--- config.mk ---
export PLATFORM = sky130hd
export DESIGN_NAME = ycbcr_to_rgb_with_gain
export DESIGN_NICKNAME = d
export VERILOG_FILES = /design/src/rtl/ycg_pkg.sv /design/src/rtl/ycg_matrix.sv /design/src/rtl/ycg_gain.sv /design/src/rtl/ycbcr_to_rgb_with_gain.sv
export SDC_FILE = /design/constraint.sdc
export NUM_CORES = 1
export LEC_CHECK = 0
export CAP_MARGIN = 25
export CORE_ASPECT_RATIO = 0.6
export CORE_MARGIN = 10
export CORE_UTILIZATION = 60
export DETAILED_ROUTE_END_ITERATION = 6
export DONT_BUFFER_PORTS = 1
export PLACE_DENSITY_LB_ADDON = 0.25
export SYNTH_ARGS = -nofsm -noshare
export SYNTH_HDL_FRONTEND = slang
export SYNTH_HIERARCHICAL = 1
export SYNTH_SLANG_ARGS = --single-unit
--- constraint.sdc ---
create_clock -name clk_i -period 8.6 [get_ports clk_i]
set_input_delay 1.29 -clock clk_i [delete_from_list [all_inputs] [get_ports clk_i]]
set_output_delay 1.29 -clock clk_i [all_outputs]
set_load 0.01 [all_outputs]
--- src/rtl/ycg_pkg.sv ---
// Shared types and constants of the YCbCr to RGB converter with gain.
package ycg_pkg;

  localparam int unsigned CH_W       = 8;
  localparam int unsigned GAIN_W     = 12;
  localparam int unsigned GAIN_FRAC  = 8;
  localparam int unsigned LATENCY    = 4;
  localparam logic [GAIN_W-1:0] GAIN_RESET = GAIN_W'(256);
  localparam logic [CH_W-1:0]   CH_MAX     = 8'd255;

  typedef struct packed {
    logic [CH_W-1:0] red;
    logic [CH_W-1:0] green;
    logic [CH_W-1:0] blue;
  } rgb_t;

endpackage

--- src/rtl/ycg_matrix.sv ---
// Two-stage Q14 color matrix: chroma products, then sums with clamping.
module ycg_matrix (
  input  logic                     clk_i,
  input  logic                     rst_ni,
  input  logic                     valid_i,
  input  logic [7:0]               luma_i,
  input  logic [7:0]               chroma_blue_i,
  input  logic [7:0]               chroma_red_i,
  output logic                     valid_o,
  output ycg_pkg::rgb_t            pix_o
);
  import ycg_pkg::*;

  typedef logic signed [24:0] acc_t;

  localparam acc_t K_R_CR = acc_t'(22972);
  localparam acc_t K_G_CB = acc_t'(5662);
  localparam acc_t K_G_CR = acc_t'(11706);
  localparam acc_t K_B_CB = acc_t'(29016);
  localparam int unsigned Q_SHIFT = 14;

  function automatic logic [CH_W-1:0] to_channel(input acc_t acc);
    logic [10:0] v;
    v = acc[Q_SHIFT +: 11];
    if (acc[24]) begin
      return '0;
    end else if (v > 11'(CH_MAX)) begin
      return CH_MAX;
    end else begin
      return v[CH_W-1:0];
    end
  endfunction

  logic signed [7:0] cb_s, cr_s;
  logic       s1_valid_q;
  logic [7:0] s1_luma_q;
  acc_t       s1_r_q, s1_gb_q, s1_gr_q, s1_b_q;
  acc_t       ys, sum_r, sum_g, sum_b;
  logic       s2_valid_q;
  rgb_t       s2_pix_q;

  assign cb_s = {~chroma_blue_i[7], chroma_blue_i[6:0]};
  assign cr_s = {~chroma_red_i[7], chroma_red_i[6:0]};

  always_ff @(posedge clk_i or negedge rst_ni) begin
    if (!rst_ni) begin
      s1_valid_q <= 1'b0;
      s2_valid_q <= 1'b0;
    end else begin
      s1_valid_q <= valid_i;
      s2_valid_q <= s1_valid_q;
    end
  end

  always_ff @(posedge clk_i) begin
    s1_luma_q <= luma_i;
    s1_r_q    <= K_R_CR * acc_t'(cr_s);
    s1_gb_q   <= K_G_CB * acc_t'(cb_s);
    s1_gr_q   <= K_G_CR * acc_t'(cr_s);
    s1_b_q    <= K_B_CB * acc_t'(cb_s);
  end

  assign ys    = acc_t'({s1_luma_q, 14'b0});
  assign sum_r = ys + s1_r_q;
  assign sum_g = ys - s1_gb_q - s1_gr_q;
  assign sum_b = ys + s1_b_q;

  always_ff @(posedge clk_i) begin
    s2_pix_q.red   <= to_channel(sum_r);
    s2_pix_q.green <= to_channel(sum_g);
    s2_pix_q.blue  <= to_channel(sum_b);
  end

  assign valid_o = s2_valid_q;
  assign pix_o   = s2_pix_q;

endmodule

--- src/rtl/ycg_gain.sv ---
// Two-stage channel gain: products with the gain, then shift and saturation.
module ycg_gain (
  input  logic                        clk_i,
  input  logic                        rst_ni,
  input  logic                        valid_i,
  input  ycg_pkg::rgb_t               pix_i,
  input  logic [ycg_pkg::GAIN_W-1:0]  gain_i,
  output logic                        valid_o,
  output ycg_pkg::rgb_t               pix_o
);
  import ycg_pkg::*;

  localparam int unsigned PROD_W = CH_W + GAIN_W;
  localparam int unsigned SHR_W  = PROD_W - GAIN_FRAC;

  function automatic logic [CH_W-1:0] saturate(input logic [PROD_W-1:0] p);
    logic [SHR_W-1:0] v;
    v = p[PROD_W-1:GAIN_FRAC];
    if (v > SHR_W'(CH_MAX)) begin
      return CH_MAX;
    end else begin
      return v[CH_W-1:0];
    end
  endfunction

  logic              s3_valid_q, s4_valid_q;
  logic [PROD_W-1:0] s3_r_q, s3_g_q, s3_b_q;
  rgb_t              s4_pix_q;

  always_ff @(posedge clk_i or negedge rst_ni) begin
    if (!rst_ni) begin
      s3_valid_q <= 1'b0;
      s4_valid_q <= 1'b0;
    end else begin
      s3_valid_q <= valid_i;
      s4_valid_q <= s3_valid_q;
    end
  end

  always_ff @(posedge clk_i) begin
    s3_r_q <= PROD_W'(pix_i.red)   * PROD_W'(gain_i);
    s3_g_q <= PROD_W'(pix_i.green) * PROD_W'(gain_i);
    s3_b_q <= PROD_W'(pix_i.blue)  * PROD_W'(gain_i);
  end

  always_ff @(posedge clk_i) begin
    s4_pix_q.red   <= saturate(s3_r_q);
    s4_pix_q.green <= saturate(s3_g_q);
    s4_pix_q.blue  <= saturate(s3_b_q);
  end

  assign valid_o = s4_valid_q;
  assign pix_o   = s4_pix_q;

endmodule

--- src/rtl/ycbcr_to_rgb_with_gain.sv ---
// Top level of the pipelined YCbCr to RGB converter with channel gain.
// The block takes one pixel per clock and never raises busy_o. A pixel given
// with start_i shows up as one beat on red_o, green_o and blue_o, marked by
// done_o, after passing the four register stages of the color matrix and the
// gain multipliers. Results cannot be held off, so the receiver must take
// every beat. The gain register is written through cfg_we_i and cfg_wdata_i,
// resets to unity and applies to every channel of every pixel; the user must
// write it only while no pixel is in flight, which the block does not enforce.
module ycbcr_to_rgb_with_gain (
  input  logic                        clk_i,
  input  logic                        rst_ni,
  input  logic                        start_i,
  output logic                        busy_o,
  input  logic [7:0]                  luma_i,
  input  logic [7:0]                  chroma_blue_i,
  input  logic [7:0]                  chroma_red_i,
  input  logic                        cfg_we_i,
  input  logic [ycg_pkg::GAIN_W-1:0]  cfg_wdata_i,
  output logic                        done_o,
  output logic [7:0]                  red_o,
  output logic [7:0]                  green_o,
  output logic [7:0]                  blue_o
);
  import ycg_pkg::*;

  logic [GAIN_W-1:0] gain_q;
  logic              mid_valid;
  rgb_t              mid_pix;
  rgb_t              out_pix;

  always_ff @(posedge clk_i or negedge rst_ni) begin
    if (!rst_ni) begin
      gain_q <= GAIN_RESET;
    end else if (cfg_we_i) begin
      gain_q <= cfg_wdata_i;
    end
  end

  assign busy_o = 1'b0;

  ycg_matrix u_matrix (
    .clk_i         (clk_i),
    .rst_ni        (rst_ni),
    .valid_i       (start_i & ~busy_o),
    .luma_i        (luma_i),
    .chroma_blue_i (chroma_blue_i),
    .chroma_red_i  (chroma_red_i),
    .valid_o       (mid_valid),
    .pix_o         (mid_pix)
  );

  ycg_gain u_gain (
    .clk_i   (clk_i),
    .rst_ni  (rst_ni),
    .valid_i (mid_valid),
    .pix_i   (mid_pix),
    .gain_i  (gain_q),
    .valid_o (done_o),
    .pix_o   (out_pix)
  );

  assign red_o   = out_pix.red;
  assign green_o = out_pix.green;
  assign blue_o  = out_pix.blue;

endmodule

==> results of run 1 <==
-- logic make-up after synthesis --
| group | count (synthesis) | share of synthesized area, % |
|---|---|---|
| other | 1 | 0.0174 |
| buffers and inverters | 537 | 9.42 |
| XOR/XNOR | 85 | 3.46 |
| AND/OR/NAND/NOR | 540 | 14.0 |
| flip-flops | 171 | 16.3 |
| multiplexers | 18 | 1.09 |
| AO/OA/AOI/OAI | 293 | 9.55 |
| adder cells (fa/ha/maj) | 626 | 46.1 |
-- final timing paths --
kind | endpoint | startpoint
setup / recovery | u_gain/s3_g_q[19] | gain_q[2]
max in group asynchronous | gain_q[8] | rst_ni
hold / removal | u_gain/valid_o | u_gain/s3_valid_q
min in group asynchronous | gain_q[0] | rst_ni
setup reg to reg | u_gain/s3_g_q[19] | gain_q[2]
hold reg to reg | u_gain/valid_o | u_gain/s3_valid_q
-- routing by layer --
layer / track usage (%) / vias up / share of wire [%]
met5: 0 / - / 0
met4: 3.93 / 0 / 0.87
met3: 4.85 / 39 / 6.9
met2: 32.4 / 436 / 42
met1: 32.8 / 7229 / 51
li1: - / 7163 / -
-- cells in the final DEF (no fill, tap or decap), drive strengths merged, types with 7 or more instances in the layout --
cell,instances
and2,242
a211oi,12
a31oi,8
nand3,11
and3,13
or3,8
nor3,29
o21a,25
dfrtp,15
xnor2,59
a21oi,74
a21o,43
a311oi,8
o21ai,49
or2,9
nor2,66
xor2,26
o21bai,12
mux2,13
buf,8
nand2,92
dfxtp,155
nand2b,32
fa,279
o211ai,8
ha,347
nor2b,12
inv,488
clkbuf,19
nand4,7
-- flip-flops by register name (all words and copies together) (netlist names) --
name / flops
u_gain/pix_o: 24
u_matrix/pix_o: 24
u_matrix/s1_gr_q: 22
u_matrix/s1_gb_q: 19
gain_q: 12
u_gain/s3_b_q: 12
u_gain/s3_g_q: 12
u_gain/s3_r_q: 12
u_matrix/s1_b_q: 12
u_matrix/s1_r_q: 10
u_matrix/s1_luma_q: 8
u_gain/s3_valid_q: 1
u_gain/valid_o: 1
u_matrix/s1_valid_q: 1
u_matrix/valid_o: 1
-- cell type report --
type	count	area share, %
multi-input combinational	1563	70.9
timing repair buffer	8	0.255
tap	467	2.59
sequential	171	15.5
clock buffer	19	1.92
clock inverter	13	0.804
inverter	483	8.04
-- through the flow --
step                      hold slack [ps]  utilization [%]
after floorplan                       331                -
after global placement                338             62.3
after detailed placement              345             62.3
after CTS                             357             64.1
after global routing                  371             64.1
final                                 352             64.1
==> flow_summary.ini, run 1 <==
[route]
wl_um = 47000
vias = 14867
drt_iter0_drc = 839
drc_errors = 0
viasPerCell = 5.46
antenna_left = 0
wl_per_cell_um = 17.3
dr.pass1.iters = 5

[clocking]
cts_num_sinks = 171
root_buffer = clkbuf_16
clkTransAtPathRegs_ps = 70
clkLatencyLatePin_ps = 460
ctsResizeCount = 0
cts_tree = yes
cts_setup_buffers = 0
cts.path.max_buffers = 2
cts_buffers = 17
h-tree-depth = 4
cts.hold.buffers_added = 0

[synthesis]
synth_ff_type = dfxtp_1
yosysMostFrequentCell = inv_1
synth.distinct_cells = 92
synth.area.top_cells = fa_1 26%, ha_1 20%, dfxtp_1 14%
syn_avg_cell_area_um2 = 9.47
synth-edff-count = 0
yosysTopAreaCell = fa_1
seq_area_frac_synth_pct = 16.3
yosysWarnings = 6
synthCells = 2271
synthTopCellsByCount = 483 x inv_1, 347 x ha_1, 279 x fa_1
ys_ff_latch = 171
syn_area_um2 = 21500
async_reset_ff_share_pct = 9.36
synthesis.nets = 2937
synth_top_area_share_pct = 26.0

[sta]
finClkSkew_ps = 13.1
hold_viol = 0
setup_violations = 0
maxSlewViolCount = 0
fin_tns_setup_ps = 0
finalCritPeriodShare_pct = 61.9
period_minus_slack_ps = 5320
rsz0062_at_grt = false
timing.final.ws_setup_ps = 3280
max_slew_margin_pct = 35.6
fmax_mhz = 188
worst_slew_pin_slew_ps = 967

[global_route]
antenna_found_initial = 1
grt_pass1_vias = 15901
grt_max_degree = 26
track_usage_pct = 22.1
grt-ovfl-total = 0
grt_pass1_wl_um = 80300

[cells_and_area]
final_nets = 2910
layout.cells.non_filler = 2724
area_delta_synth_final_pct = 4.84
drive_gt1_share_pct = 4.08
register_area_um2 = 3500
stdcell_area_um2 = 22600
diodes = 0
multi_input_area_um2 = 16000
fillers = 2852

[critical_path]
worst-path-buf-inv = 2
cp.arrival_ps = 5670
r2r_setup_slack_ps = 3280
cp_top_family = adder cells
cpMostUsedCell = fa_1
cp_cell_sequence = and2_1, fa_1, fa_1, fa_1, inv_1, fa_1, inv_1, ha_1, and2_4, a221o_1, nor3b_2, a21oi_2, a21o_1, a311oi_1
crit_path_end_kind = flip-flop
cpPeakStageDelay_ps = 980
reg2regPathDepth = 14
crit_slowest_cell = dfrtp_1
crit_type = reg -> reg
cp.depth = 14
crit_fanout = 25
start_kind = flip-flop
required_ps = 8950

[placed_design]
dpl-instance-area_um2 = 21900
dp_hpwl_um = 38500
place.gp.congestion = 0.920
io_buffers = 0
dpl.cell_count = 2692
pre_cts_ws_ps = 3110

[run_status]
outcome = completed

[floorplan]
die_y_um = 167
die_area_um2 = 44100
rows = 53
start_util_pct = 61.1
ioPinCount = 66
die_w_um = 264
core_um2 = 35200

[worst_hold_path]
min_path_type = reg -> reg
hold_depth = 0

[run]
cap_violations = 0
Power of run 1 is left out: the tool's default activity adds up to more than one toggle a clock period on the data nets, which glitch-free logic cannot reach.
==> run 2: changes to the inputs <==
==> constraint.sdc (replaced) <==
create_clock -name clk_i -period 4.8 [get_ports clk_i]
set_input_delay 0.72 -clock clk_i [delete_from_list [all_inputs] [get_ports clk_i]]
set_output_delay 0.72 -clock clk_i [all_outputs]
set_load 0.01 [all_outputs]
==> run 2 against run 1 <==
Compared with the run above: non-clock buffer count up 65; worst setup slack worse by 3100 ps; die area unchanged; critical path depth up 1; count of clock-buffer cells in the layout unchanged; hold slack worse by 260 ps; cell area up 3.2%; register-to-register slack worse by 3100 ps; flip-flop and latch count unchanged; global-route usage up 0.59 points; via count up 2.6%; sequential share of layout area down 0.40 points; largest cell class unchanged.
==> flow_summary.ini, run 2 (same netlist as run 1, synthesis figures left out) <==
[run_status]
outcome = completed

[sta]
maxSlewViolCount = 0
finClkSkew_ps = 11.8
period_minus_slack_ps = 4660
worst_slew_pin_slew_ps = 754
hold_viol = 0
max_slew_margin_pct = 49.6
rsz0062_at_grt = true
setup_violations = 0
finalCritPeriodShare_pct = 97.1
fmax_mhz = 215
hold_slack_ps = 95.7

[critical_path]
crit_type = reg -> reg
worst-path-buf-inv = 5
required_ps = 5180
crit_slowest_cell = dfstp_2
cp.arrival_ps = 5040
start_kind = flip-flop
crit_fanout = 8
cpPeakStageDelay_ps = 620
cp_top_family = adder cells
cpMostUsedCell = fa_1
crit_path_end_kind = flip-flop
cp_cell_sequence = buf_4, buf_4, and2_1, fa_1, fa_1, fa_1, inv_1, fa_1, inv_1, ha_1, nand2_1, a2111oi_4, buf_4, nor3_2, a311oi_2

[placed_design]
dp_hpwl_um = 39600
io_buffers = 0
dpl.cell_count = 2745
place.gp.congestion = 0.929
dpl-instance-area_um2 = 22400

[cells_and_area]
drive_gt1_share_pct = 8.53
final_common_cell = inv_1
area_delta_synth_final_pct = 8.18
fillers = 2761
layout.cells.non_filler = 2791
stdcell_area_um2 = 23300
final_core_util_pct = 66.1
mostFrequentLayoutCells = 483 x inv_1, 339 x ha_1, 279 x fa_1
final_nets = 2975

[route]
viasPerCell = 5.46
antenna_left = 0
drt_iter0_drc = 1153
wl_per_cell_um = 17.4
drc_errors = 0
vias = 15247
dr.pass1.iters = 5
wl_um = 48600

[floorplan]
ioPinCount = 66
rows = 53
die_w_um = 264
core_um2 = 35200
start_util_pct = 61.1
die_area_um2 = 44100
die_y_um = 167

[global_route]
grt_max_degree = 22
antenna_found_initial = 5
grt-ovfl-total = 0
track_usage_pct = 22.6
grt_pass1_vias = 15960
grt_pass1_wl_um = 81500

[clocking]
cts_buffers = 17
h-tree-depth = 4
root_buffer = clkbuf_16
cts_tree = yes
clkTransAtPathRegs_ps = 70
cts.path.max_buffers = 2
clkLatencyLatePin_ps = 470
cts_num_sinks = 171

[worst_hold_path]
min_path_type = in -> async

[run]
cap_violations = 0
[run 2: what timing repair did]
| item | 4_1_cts | 5_1_grt |
|---|---|---|
| pin swaps | 0 | 23 |
| setup endpoints to repair | 2 | 19 |
| hold buffers | 1 | 0 |
| gates resized for setup | 1 | 48 |
| cloned | 0 | 1 |
| setup buffers | 0 | 10 |
| endpoints found under the hold margin | 15 | 0 |
[run 2: worst paths after layout]
kind,startpoint,end,slack (ps),depth (start not counted)
worst max register to register,gain_q[8],u_gain/s3_r_q[19],140,15
worst max-delay path,gain_q[8],u_gain/s3_r_q[19],140,15
min in group clk_i,luma_i[6],u_matrix/s1_luma_q[6],280,0
max in group asynchronous,rst_ni,gain_q[2],3510,1
worst min register to register,u_gain/s3_valid_q,u_gain/valid_o,350,0
worst min-delay path,rst_ni,gain_q[8],100,0
[run 2: area by class of cell]
type	count	area, um^2	share of cell area (%)
Inverter	483	1810	7.79
Sequential cell	171	3520	15.1
Clock inverter	13	118	0.505
Multi-Input combinational cell	1563	16200	69.5
Tap cell	467	584	2.51
Clock buffer	19	464	1.99
Timing Repair Buffer	73	584	2.51
Antenna cell	2	5.00	0.0215
[run 2: routing by layer]
metal / vias up / track usage, % / part of all wire, %
met5: - / 0 / 0.099
met4: 6 / 5.90 / 1.4
met3: 48 / 5.68 / 7.8
met2: 406 / 33.3 / 42
met1: 7492 / 32.5 / 49
li1: 7295 / - / -
[run 2: per-stage QoR]
step	setup slack (ps)	setup TNS (ps)
finish	141	0
floorplan	116	0
global placement	114	0
detailed placement	6.79	0
global route	-31.5	-73.8
CTS	11.6	0
Power of run 2 is left out for the same reason.
==> run 3: changes to the inputs <==
--- a/config.mk
+++ b/config.mk
@@ -12,6 +12,7 @@
 export DETAILED_ROUTE_END_ITERATION = 6
 export DONT_BUFFER_PORTS = 1
 export PLACE_DENSITY_LB_ADDON = 0.25
+export SETUP_SLACK_MARGIN = 0.4
 export SYNTH_ARGS = -nofsm -noshare
 export SYNTH_HDL_FRONTEND = slang
 export SYNTH_HIERARCHICAL = 1
==> run 3 against run 2 <==
Compared with the run above: count of clock-buffer cells in the layout fell by 2; core utilization increased by 2.9 points; final cell count rose by 1.8%; global-route usage rose by 1.0 points; critical path depth unchanged; clock skew up 1.3 ps; die area unchanged; fmax increased by 1.5%; critical path type unchanged; largest cell class unchanged.
==> flow_summary.ini, run 3 (same netlist as run 1, synthesis figures left out) <==
[floorplan]
ioPinCount = 66
die_y_um = 167
die_w_um = 264
rows = 53
die_area_um2 = 44100
start_util_pct = 61.1
core_um2 = 35200

[cells_and_area]
area_delta_synth_final_pct = 12.9
drive_gt1_share_pct = 14.8
mostFrequentLayoutCells = 466 x inv_1, 324 x ha_1, 263 x fa_1
final_common_cell = inv_1
final_core_util_pct = 69.0
final_nets = 3024

[global_route]
grt_max_degree = 19
track_usage_pct = 23.7
grt-ovfl-total = 0
grt_pass1_vias = 16615
antenna_found_initial = 6
grt_pass1_wl_um = 85000

[worst_hold_path]
min_path_type = in -> async

[sta]
hold_viol = 0
maxSlewViolCount = 0
finClkSkew_ps = 13.1
max_slew_margin_pct = 46.8
fin_tns_setup_ps = 0
rsz0062_at_grt = true
finalCritPeriodShare_pct = 95.7
fmax_mhz = 218
timing.final.ws_setup_ps = 208
setup_violations = 0
period_minus_slack_ps = 4590
worst_slew_pin_slew_ps = 795

[placed_design]
dp_hpwl_um = 39300
pre_cts_ws_ps = -52.2
io_buffers = 0
place.gp.congestion = 0.924

[critical_path]
required_ps = 5160
crit_path_end_kind = flip-flop
cp.arrival_ps = 4950
crit_type = reg -> reg
crit_fanout = 6
start_kind = flip-flop

[route]
dr.pass1.iters = 7
wl_um = 50700
viasPerCell = 5.49
antenna_left = 0
wl_per_cell_um = 17.8
vias = 15601
drc_errors = 0
drt_iter0_drc = 1146

[clocking]
clkTransAtPathRegs_ps = 80
clkLatencyLatePin_ps = 460
root_buffer = clkbuf_16
cts_num_sinks = 171
h-tree-depth = 4
cts_buffers = 17
cts.path.max_buffers = 2
cts_tree = yes

[run_status]
outcome = completed

[run]
cap_violations = 0
-- run 3: final timing paths --
check / start / end / slack, ps / cells after the start
min in group clk_i: luma_i[7] / u_matrix/s1_luma_q[7] / 280 / 0
max reg2reg: gain_q[6] / u_gain/s3_g_q[19] / 210 / 15
min: rst_ni / gain_q[8] / 100 / 0
min reg2reg: u_matrix/s1_valid_q / u_matrix/valid_o / 350 / 0
max in group asynchronous: rst_ni / gain_q[7] / 3470 / 1
max: gain_q[6] / u_gain/s3_g_q[19] / 210 / 15
-- run 3: through the flow --
stage                     std cells  cell area, um^2  hold WS (ps)
after floorplan                2271            21700           331
after global placement         2734            22400           334
after detailed placement       2734            22400           335
after CTS                      2819            23900          77.7
after global routing           2839            24300          73.7
final                          2842            24300          97.9
-- run 3: cell type report --
type                            instances  area (um^2)
Inverter                              483         1820
Antenna cell                            4         10.0
Multi-Input combinational cell       1563        16700
Timing Repair Buffer                  122         1060
Fill cell                            2644        10900
Clock buffer                           17          425
Clock inverter                         15          204
Tap cell                              467          584
Sequential cell                       171         3540
-- run 3: layer usage --
| layer | GRT usage (%) | vias to the layer above | wire [um] |
|---|---|---|---|
| li1 | - | 7374 | - |
| met3 | 6.02 | 58 | 3940 |
| met1 | 33.8 | 7696 | 24200 |
| met2 | 35.7 | 469 | 21800 |
| met4 | 4.43 | 4 | 670 |
| met5 | 0 | - | 22 |
-- run 3: critical path, stage by stage, from the launching register on --
cell and delay (ps):
dfrtp_2 480, buf_6 160, and2_4 140, fa_1 560, fa_1 430, fa_1 490
inv_1 50, fa_1 490, inv_2 50, ha_4 250, and2_4 160, a221o_2 400
nor3b_4 280, a21oi_4 110, a21o_1 180, a311oi_1 260
-- run 3: repair_timing --
action,in CTS,in global routing
setup buffers,52,18
hold endpoints to repair,15,0
hold buffers,1,0
cloned,0,0
gates resized for setup,121,63
endpoints found under the setup margin,27,32
pin swaps,95,55
Power of run 3 is left out for the same reason.
